<file path="src/hw/rtl/tpife_pkg.sv">
// tpife_pkg: shared types and constants for the TPI host frame engine.
// No dependencies; imported by every module of the block.
`timescale 1ns / 1ps

package tpife_pkg;

    localparam int unsigned FRAME_BITS   = 12;
    localparam int unsigned BIT_CNT_W    = 4;
    localparam int unsigned IDLE_CNT_W   = 4;
    localparam int unsigned HUNT_CNT_W   = 8;
    localparam int unsigned CFG_DATA_W   = 8;

    localparam logic [IDLE_CNT_W-1:0] LEAD_IDLE_RESET  = 4'd2;
    localparam logic [HUNT_CNT_W-1:0] HUNT_LIMIT_RESET = 8'd20;

    typedef enum logic [1:0] {
        OP_TICK  = 2'd0,
        OP_SEND  = 2'd1,
        OP_RECV  = 2'd2,
        OP_BREAK = 2'd3
    } opcode_t;

    typedef enum logic [1:0] {
        ST_OK         = 2'd0,
        ST_TIMEOUT    = 2'd1,
        ST_STOP_ERR   = 2'd2,
        ST_PARITY_ERR = 2'd3
    } status_t;

    typedef enum logic [1:0] {
        MODE_IDLE  = 2'd0,
        MODE_SHIFT = 2'd1,
        MODE_HUNT  = 2'd2,
        MODE_RX    = 2'd3
    } mode_t;

    typedef enum logic {
        REG_LEAD_IDLE  = 1'b0,
        REG_HUNT_LIMIT = 1'b1
    } cfg_index_t;

    typedef struct packed {
        logic [1:0] opcode;
        logic [7:0] tx_byte;
        logic       line_in;
    } item_t;

    typedef struct packed {
        logic       clock_pulse;
        logic       data_out;
        logic       drive_enable;
        logic       busy_res;
        logic       done_res;
        logic [7:0] rx_byte;
        logic [1:0] status;
    } result_t;

endpackage

</file>
<file path="src/hw/rtl/tpi_host_frame_engine_unit.sv">
// TPI host frame engine: host link layer, one link clock cycle per item.
// Depends on tpife_pkg and tpife_link.
//
// Usage:
//   Input channel (s_*): one item per link clock cycle. opcode starts a send,
//   receive or break while idle; otherwise the item is a plain tick.
//   line_in carries the data line level sampled after that cycle's edge.
//   Result channel (m_*): exactly one result per item, in order: clock
//   pulse, driven data level, drive enable, busy/done and receive status.
//   Config port: cfg_we writes cfg_wdata to register cfg_index
//   (0 lead idle bits, 1 start hunt limit); write only while idle.
// Timing:
//   Each item passes the input register, then the result register, before
//   m_valid rises. Throughput is one item per cycle while m_ready stays
//   high; the single link step between the two registers sets that figure.
//   When m_ready is low, the result register holds and the input register
//   takes one more item before s_ready drops.
//   Synchronous reset empties both registers, returns the link to idle and
//   loads the register defaults (2 lead idle bits, hunt limit 20).
`timescale 1ns / 1ps

module tpi_host_frame_engine_unit
    import tpife_pkg::*;
(
    input  logic                  aclk,
    input  logic                  aresetn,
    input  logic                  cfg_we,
    input  logic                  cfg_index,
    input  logic [CFG_DATA_W-1:0] cfg_wdata,
    input  logic                  s_valid,
    output logic                  s_ready,
    input  logic [1:0]            s_opcode,
    input  logic [7:0]            s_tx_byte,
    input  logic                  s_line_in,
    output logic                  m_valid,
    input  logic                  m_ready,
    output logic                  m_clock_pulse,
    output logic                  m_data_out,
    output logic                  m_drive_enable,
    output logic                  m_busy_res,
    output logic                  m_done_res,
    output logic [7:0]            m_rx_byte,
    output logic [1:0]            m_status
);

    logic    in_valid_reg, in_valid_next;
    item_t   in_item_reg;
    logic    out_valid_reg, out_valid_next;
    result_t out_res_reg;
    result_t step_res;
    logic    advance;
    logic    s_accept;

    assign advance  = in_valid_reg && (!out_valid_reg || m_ready);
    assign s_ready  = !in_valid_reg || advance;
    assign s_accept = s_valid && s_ready;

    assign in_valid_next  = s_accept || (in_valid_reg && !advance);
    assign out_valid_next = advance || (out_valid_reg && !m_ready);

    tpife_link u_link (
        .aclk       (aclk),
        .aresetn    (aresetn),
        .cfg_we     (cfg_we),
        .cfg_index  (cfg_index),
        .cfg_wdata  (cfg_wdata),
        .item_valid (advance),
        .item       (in_item_reg),
        .result     (step_res)
    );

    always_ff @(posedge aclk) begin
        if (!aresetn) begin
            in_valid_reg  <= 1'b0;
            out_valid_reg <= 1'b0;
        end else begin
            in_valid_reg  <= in_valid_next;
            out_valid_reg <= out_valid_next;
        end
    end

    always_ff @(posedge aclk) begin
        if (s_accept) begin
            in_item_reg <= '{opcode: s_opcode, tx_byte: s_tx_byte, line_in: s_line_in};
        end
        if (advance) begin
            out_res_reg <= step_res;
        end
    end

    assign m_valid        = out_valid_reg;
    assign m_clock_pulse  = out_res_reg.clock_pulse;
    assign m_data_out     = out_res_reg.data_out;
    assign m_drive_enable = out_res_reg.drive_enable;
    assign m_busy_res     = out_res_reg.busy_res;
    assign m_done_res     = out_res_reg.done_res;
    assign m_rx_byte      = out_res_reg.rx_byte;
    assign m_status       = out_res_reg.status;

endmodule

</file>
<file path="src/hw/rtl/tpife_link.sv">
// tpife_link: link-layer state, configuration registers and per-item step logic.
// Depends on tpife_pkg.
`timescale 1ns / 1ps

module tpife_link
    import tpife_pkg::*;
(
    input  logic                  aclk,
    input  logic                  aresetn,
    input  logic                  cfg_we,
    input  logic                  cfg_index,
    input  logic [CFG_DATA_W-1:0] cfg_wdata,
    input  logic                  item_valid,
    input  item_t                 item,
    output result_t               result
);

    mode_t                  mode_reg,  mode_next;
    logic [FRAME_BITS-1:0]  frame_reg, frame_next;
    logic [BIT_CNT_W-1:0]   bit_reg,   bit_next;
    logic [IDLE_CNT_W-1:0]  idle_reg,  idle_next;
    logic [HUNT_CNT_W-1:0]  hunt_reg,  hunt_next;
    logic                   lws_reg,   lws_next;
    logic [IDLE_CNT_W-1:0]  lead_idle_reg;
    logic [HUNT_CNT_W-1:0]  hunt_limit_reg;

    always_ff @(posedge aclk) begin
        if (!aresetn) begin
            lead_idle_reg  <= LEAD_IDLE_RESET;
            hunt_limit_reg <= HUNT_LIMIT_RESET;
        end else if (cfg_we) begin
            if (cfg_index == REG_LEAD_IDLE) begin
                lead_idle_reg <= cfg_wdata[IDLE_CNT_W-1:0];
            end else begin
                hunt_limit_reg <= cfg_wdata[HUNT_CNT_W-1:0];
            end
        end
    end

    always_comb begin
        mode_next  = mode_reg;
        frame_next = frame_reg;
        bit_next   = bit_reg;
        idle_next  = idle_reg;
        hunt_next  = hunt_reg;
        lws_next   = lws_reg;
        result     = '0;

        // command decode, only taken while idle
        if (mode_reg == MODE_IDLE) begin
            case (opcode_t'(item.opcode))
                OP_SEND: begin
                    frame_next = {2'b11, ^item.tx_byte, item.tx_byte, 1'b0};
                    idle_next  = lws_reg ? '0 : lead_idle_reg;
                    bit_next   = '0;
                    lws_next   = 1'b1;
                    mode_next  = MODE_SHIFT;
                end
                OP_BREAK: begin
                    frame_next = '0;
                    idle_next  = '0;
                    bit_next   = '0;
                    mode_next  = MODE_SHIFT;
                end
                OP_RECV: begin
                    lws_next  = 1'b0;
                    hunt_next = '0;
                    mode_next = MODE_HUNT;
                end
                default: ;
            endcase
        end

        case (mode_next)
            MODE_SHIFT: begin
                result.clock_pulse  = 1'b1;
                result.drive_enable = 1'b1;
                if (idle_next != '0) begin
                    result.data_out = 1'b1;
                    idle_next       = idle_next - 1'b1;
                end else begin
                    result.data_out = (bit_next < BIT_CNT_W'(FRAME_BITS)) ?
                                      frame_next[bit_next] : 1'b1;
                    bit_next = bit_next + 1'b1;
                    if (bit_next >= BIT_CNT_W'(FRAME_BITS)) begin
                        result.done_res = 1'b1;
                        mode_next       = MODE_IDLE;
                    end
                end
            end
            MODE_HUNT: begin
                result.clock_pulse = 1'b1;
                hunt_next = hunt_next + 1'b1;
                if (!item.line_in) begin
                    mode_next  = MODE_RX;
                    bit_next   = '0;
                    frame_next = '0;
                end else if (hunt_next == hunt_limit_reg) begin
                    result.done_res = 1'b1;
                    result.status   = ST_TIMEOUT;
                    mode_next       = MODE_IDLE;
                end
            end
            MODE_RX: begin
                result.clock_pulse = 1'b1;
                if (bit_next < BIT_CNT_W'(FRAME_BITS)) begin
                    frame_next[bit_next] = item.line_in;
                end
                bit_next = bit_next + 1'b1;
                if (bit_next >= BIT_CNT_W'(FRAME_BITS)) begin
                    result.done_res = 1'b1;
                    mode_next       = MODE_IDLE;
                    if (frame_next[10:9] != 2'b11) begin
                        result.status = ST_STOP_ERR;
                    end else if ((^frame_next[7:0]) != frame_next[8]) begin
                        result.status = ST_PARITY_ERR;
                    end else begin
                        result.rx_byte = frame_next[7:0];
                    end
                end
            end
            default: ;
        endcase

        result.busy_res = (mode_next != MODE_IDLE);
    end

    always_ff @(posedge aclk) begin
        if (!aresetn) begin
            mode_reg  <= MODE_IDLE;
            frame_reg <= '0;
            bit_reg   <= '0;
            idle_reg  <= '0;
            hunt_reg  <= '0;
            lws_reg   <= 1'b0;
        end else if (item_valid) begin
            mode_reg  <= mode_next;
            frame_reg <= frame_next;
            bit_reg   <= bit_next;
            idle_reg  <= idle_next;
            hunt_reg  <= hunt_next;
            lws_reg   <= lws_next;
        end
    end

endmodule

</file>
<file path="config.mk">
export PLATFORM = sky130hd
export DESIGN_NAME = tpi_host_frame_engine_unit
export DESIGN_NICKNAME = d
export VERILOG_FILES = /design/src/hw/rtl/tpife_pkg.sv /design/src/hw/rtl/tpi_host_frame_engine_unit.sv /design/src/hw/rtl/tpife_link.sv
export SDC_FILE = /design/constraint.sdc
export NUM_CORES = 1
export LEC_CHECK = 0
export ABC_AREA = 1
export BUFFER_PORTS_ARGS = -buffer_cell sky130_fd_sc_hd__buf_4
export CORE_MARGIN = 4
export CORE_UTILIZATION = 40
export DETAILED_ROUTE_END_ITERATION = 10
export PLACE_DENSITY_LB_ADDON = 0.12
export SYNTH_ARGS = -nofsm -noshare
export SYNTH_HDL_FRONTEND = slang
export SYNTH_HIERARCHICAL = 1
export SYNTH_SLANG_ARGS = --single-unit
</file>
<file path="constraint.sdc">
create_clock -name aclk -period 2.7 [get_ports aclk]
set_input_delay 0.135 -clock aclk [delete_from_list [all_inputs] [get_ports aclk]]
set_output_delay 0.135 -clock aclk [all_outputs]
set_load 0.01 [all_outputs]
</file>
==> key figures <==
Global routing
  • Vias in the first global route: 3796
  • Grt ovf: 0
  • GRT Total Usage: 18.0%
  • Initial antenna violation count: 0
  • Largest net degree at the start of global routing: 39
  • First-pass GRT wire length: 18.4 mm

Logic synthesis
  • Synth area leaders: dfxtp_1, edfxtp_1, nand2_1
  • Cells after Synth: 607
  • Asr flop ratio synth: 0%
  • Most common cell in the netlist: nand2_1
  • Post-synth top area share: 21.3%
  • YS warnings: 6
  • Area leader, netlist: dfxtp_1
  • Post-synth top cells: nand2_1, inv_1, nor2_1, a21oi_1, o21ai_0
  • Syn Area/Cell: 6.97 um^2
  • EDFF count, synth: 26
  • Sequential fraction of the synthesis area: 39.8%
  • Yosys cell types: 41
  • Syn nets: 638
  • Number of synthesized register bits: 71
  • Synth Flop Type: dfxtp_1
  • Synthesized area: 4230 um^2

Clock network
  • Clk root buf: clkbuf_8
  • H-tree depth: 3
  • CTS max path bufs: 2
  • Register clock-pin slew on the reported worst setup and hold paths: 0.08 ns
  • CTS tree: built
  • Clock latency on the worst-skew pair: 0.35 ns
  • Total CTS buffers: 9
  • Sink Count: 71

Power
  • Worst vdd ir: 0.261 mV
  • Lkg Pwr: 2.31 nW
  • Pwr per Cell Area: 559 nW/um^2

Cells and area
  • Max FFs per register: 12
  • Diode count: 0
  • Fillers: 1023
  • Layout cells sized above 1: 20.0%
  • Final Instance Area: 5300 um^2
  • Synthesis-to-finish area growth: 25.2%
  • Layout net count: 711

Routing
  • TritonRoute pass-1 iters: 5
  • Final WL: 11.1 mm
  • Via-to-Cell Ratio: 5.06
  • Initial DRC Count: 277
  • Detailed-route via count: 4158
  • WL per Instance: 13.6 um
  • Antenna viol nets, final: 0
  • Residual DRC: 0

Worst setup path
  • Data arrival, critical path: 2.62 ns
  • Crit path launch type: register
  • Critical path's top delay family: simple AND/OR/NAND/NOR gates
  • CP Class: register to register
  • Reg-to-reg slack, setup: 0.16 ns
  • Critical path buffer and inverter count: 3
  • Setup crit end kind: register
  • CP max stage cell: edfxtp_1
  • Critical path, cell by cell: inv_2 -> ha_2 -> nor2_1 -> nor2_4 -> o22ai_2 -> inv_1 -> ha_1 -> nand2_1 -> nor2_1 -> inv_2 -> o211ai_1 -> o211ai_1 -> nand3b_1
  • Critical path required time: 2.78 ns
  • Critical-path maximum fanout: 9
  • Max incr delay on CP: 0.50 ns

Placement
  • Placed inst area: 4770 um^2
  • Post-DP HPWL: 8.01 mm
  • Pre-CTS setup slack: 0.0714 ns
  • Final Wtd Congestion: 0.907
  • Buffers on Ports: 41

Timing
  • RSZ-0062 raised after global routing: true
  • Fin crit period: 2.54 ns
  • Total negative slack: 0 ns
  • Worst Skew: 0.0138 ns
  • Max Slew Vio Count: 0
  • Achievable Freq: 393 MHz
  • Fin. Hold Viols: 0
  • Worst-Margin Slew: 0.863 ns
  • Slew headroom: 42.4%
  • Post-route setup slack: 0.157 ns
  • Final period utilization: 94.2%
  • Endpoints failing setup: 0

Floorplanning
  • Die area: 12300 um^2
  • Initial Util: 41.0%
  • Die Y: 111 um
  • Ports: 42
  • Chip width: 111 um
  • Core box area: 10300 um^2
  • Row count: 37

Min path
  • Worst min path class: input pin to register

Run status
  • Status: completed

Job
  • MaxCap Viol Count: 0
==> per-layer routing <==
layer / track usage [%] / share of wire (%) / vias up
met5: 0 / 0 / -
met4: 4.84 / 1.7 / 0
met3: 3.44 / 6.3 / 16
met2: 27.1 / 44 / 140
met1: 26.4 / 48 / 1867
li1: - / - / 2135
==> cell type report <==
cell class | instances | area [um^2] | area share [%]
Clock inverter | 7 | 121 | 2.29
Tap cell | 136 | 170 | 3.21
Inverter | 82 | 310 | 5.86
Clock buffer | 9 | 124 | 2.34
Sequential cell | 71 | 1680 | 31.8
Multi-Input combinational cell | 440 | 2280 | 43.1
Timing Repair Buffer | 76 | 607 | 11.5
==> worst register-to-register path: stages (launching register included) <==
cell and delay, ns:
edfxtp_1 0.50, inv_2 0.10, ha_2 0.20, nor2_1 0.07, nor2_4 0.25, o22ai_2 0.14, inv_1 0.08, ha_1 0.17
nand2_1 0.06, nor2_1 0.14, inv_2 0.08, o211ai_1 0.16, o211ai_1 0.14, nand3b_1 0.20
==> where the power goes <==
| part | leakage (nW) | switching, mW | internal, mW |
|---|---|---|---|
| sequential | 0.626 | 0.0442 | 1.18 |
| clock | 0.123 | 0.433 | 0.617 |
| combinational | 1.56 | 0.436 | 0.254 |
| total | 2.31 | 0.913 | 2.05 |
==> through the flow <==
step | util, % | std cells | power (mW) | hold WS, ns
after floorplan | - | 607 | 1.68 | 0.234
after global placement | 46.2 | 787 | 1.87 | 0.314
after detailed placement | 46.2 | 787 | 1.87 | 0.314
after CTS | 49.8 | 816 | 2.94 | 0.00477
after global routing | 51.3 | 821 | 3.12 | 0.0196
final | 51.3 | 821 | 2.96 | 0.0124
==> worst paths after layout <==
path                                              start                 endpoint  cells past startpoint
worst max-delay path                    in_item_reg[10]               m_busy_res                     13
worst min-delay path                       cfg_wdata[1]  u_link/lead_idle_reg[1]                      3
worst max register to register          in_item_reg[10]               m_busy_res                     13
worst min register to register  u_link/lead_idle_reg[1]  u_link/lead_idle_reg[1]                      2
==> logic make-up (layout without fill, tap and decap cells) <==
group / after synthesis / after routing / synth area share (%)
buffers and inverters: 97 / 174 / 9.23
AND/OR/NAND/NOR: 289 / 289 / 29.2
flip-flops: 71 / 71 / 39.8
AO/OA/AOI/OAI: 133 / 134 / 17.8
XOR/XNOR: 11 / 11 / 2.28
adder cells (fa/ha/maj): 6 / 6 / 1.78
==> timing repair <==
action	in CTS	in global routing
buffers inserted	0	4
hold endpoints to repair	13	0
setup endpoints to repair	0	18
resized for setup	0	47
hold buffers	13	0
==> cell usage in the layout (no fill, tap or decap), drive strengths merged, types with 5 or more instances in the layout <==
master	count
a21oi	51
buf	63
clkbuf	9
clkinv	5
dfxtp	45
dlygate4sd3	13
edfxtp	26
ha	6
inv	81
nand2	176
nand3	40
nor2	64
o211ai	9
o21ai	58
or2	5
xnor2	6
xor2	5
(Power assumes the default switching activity.)
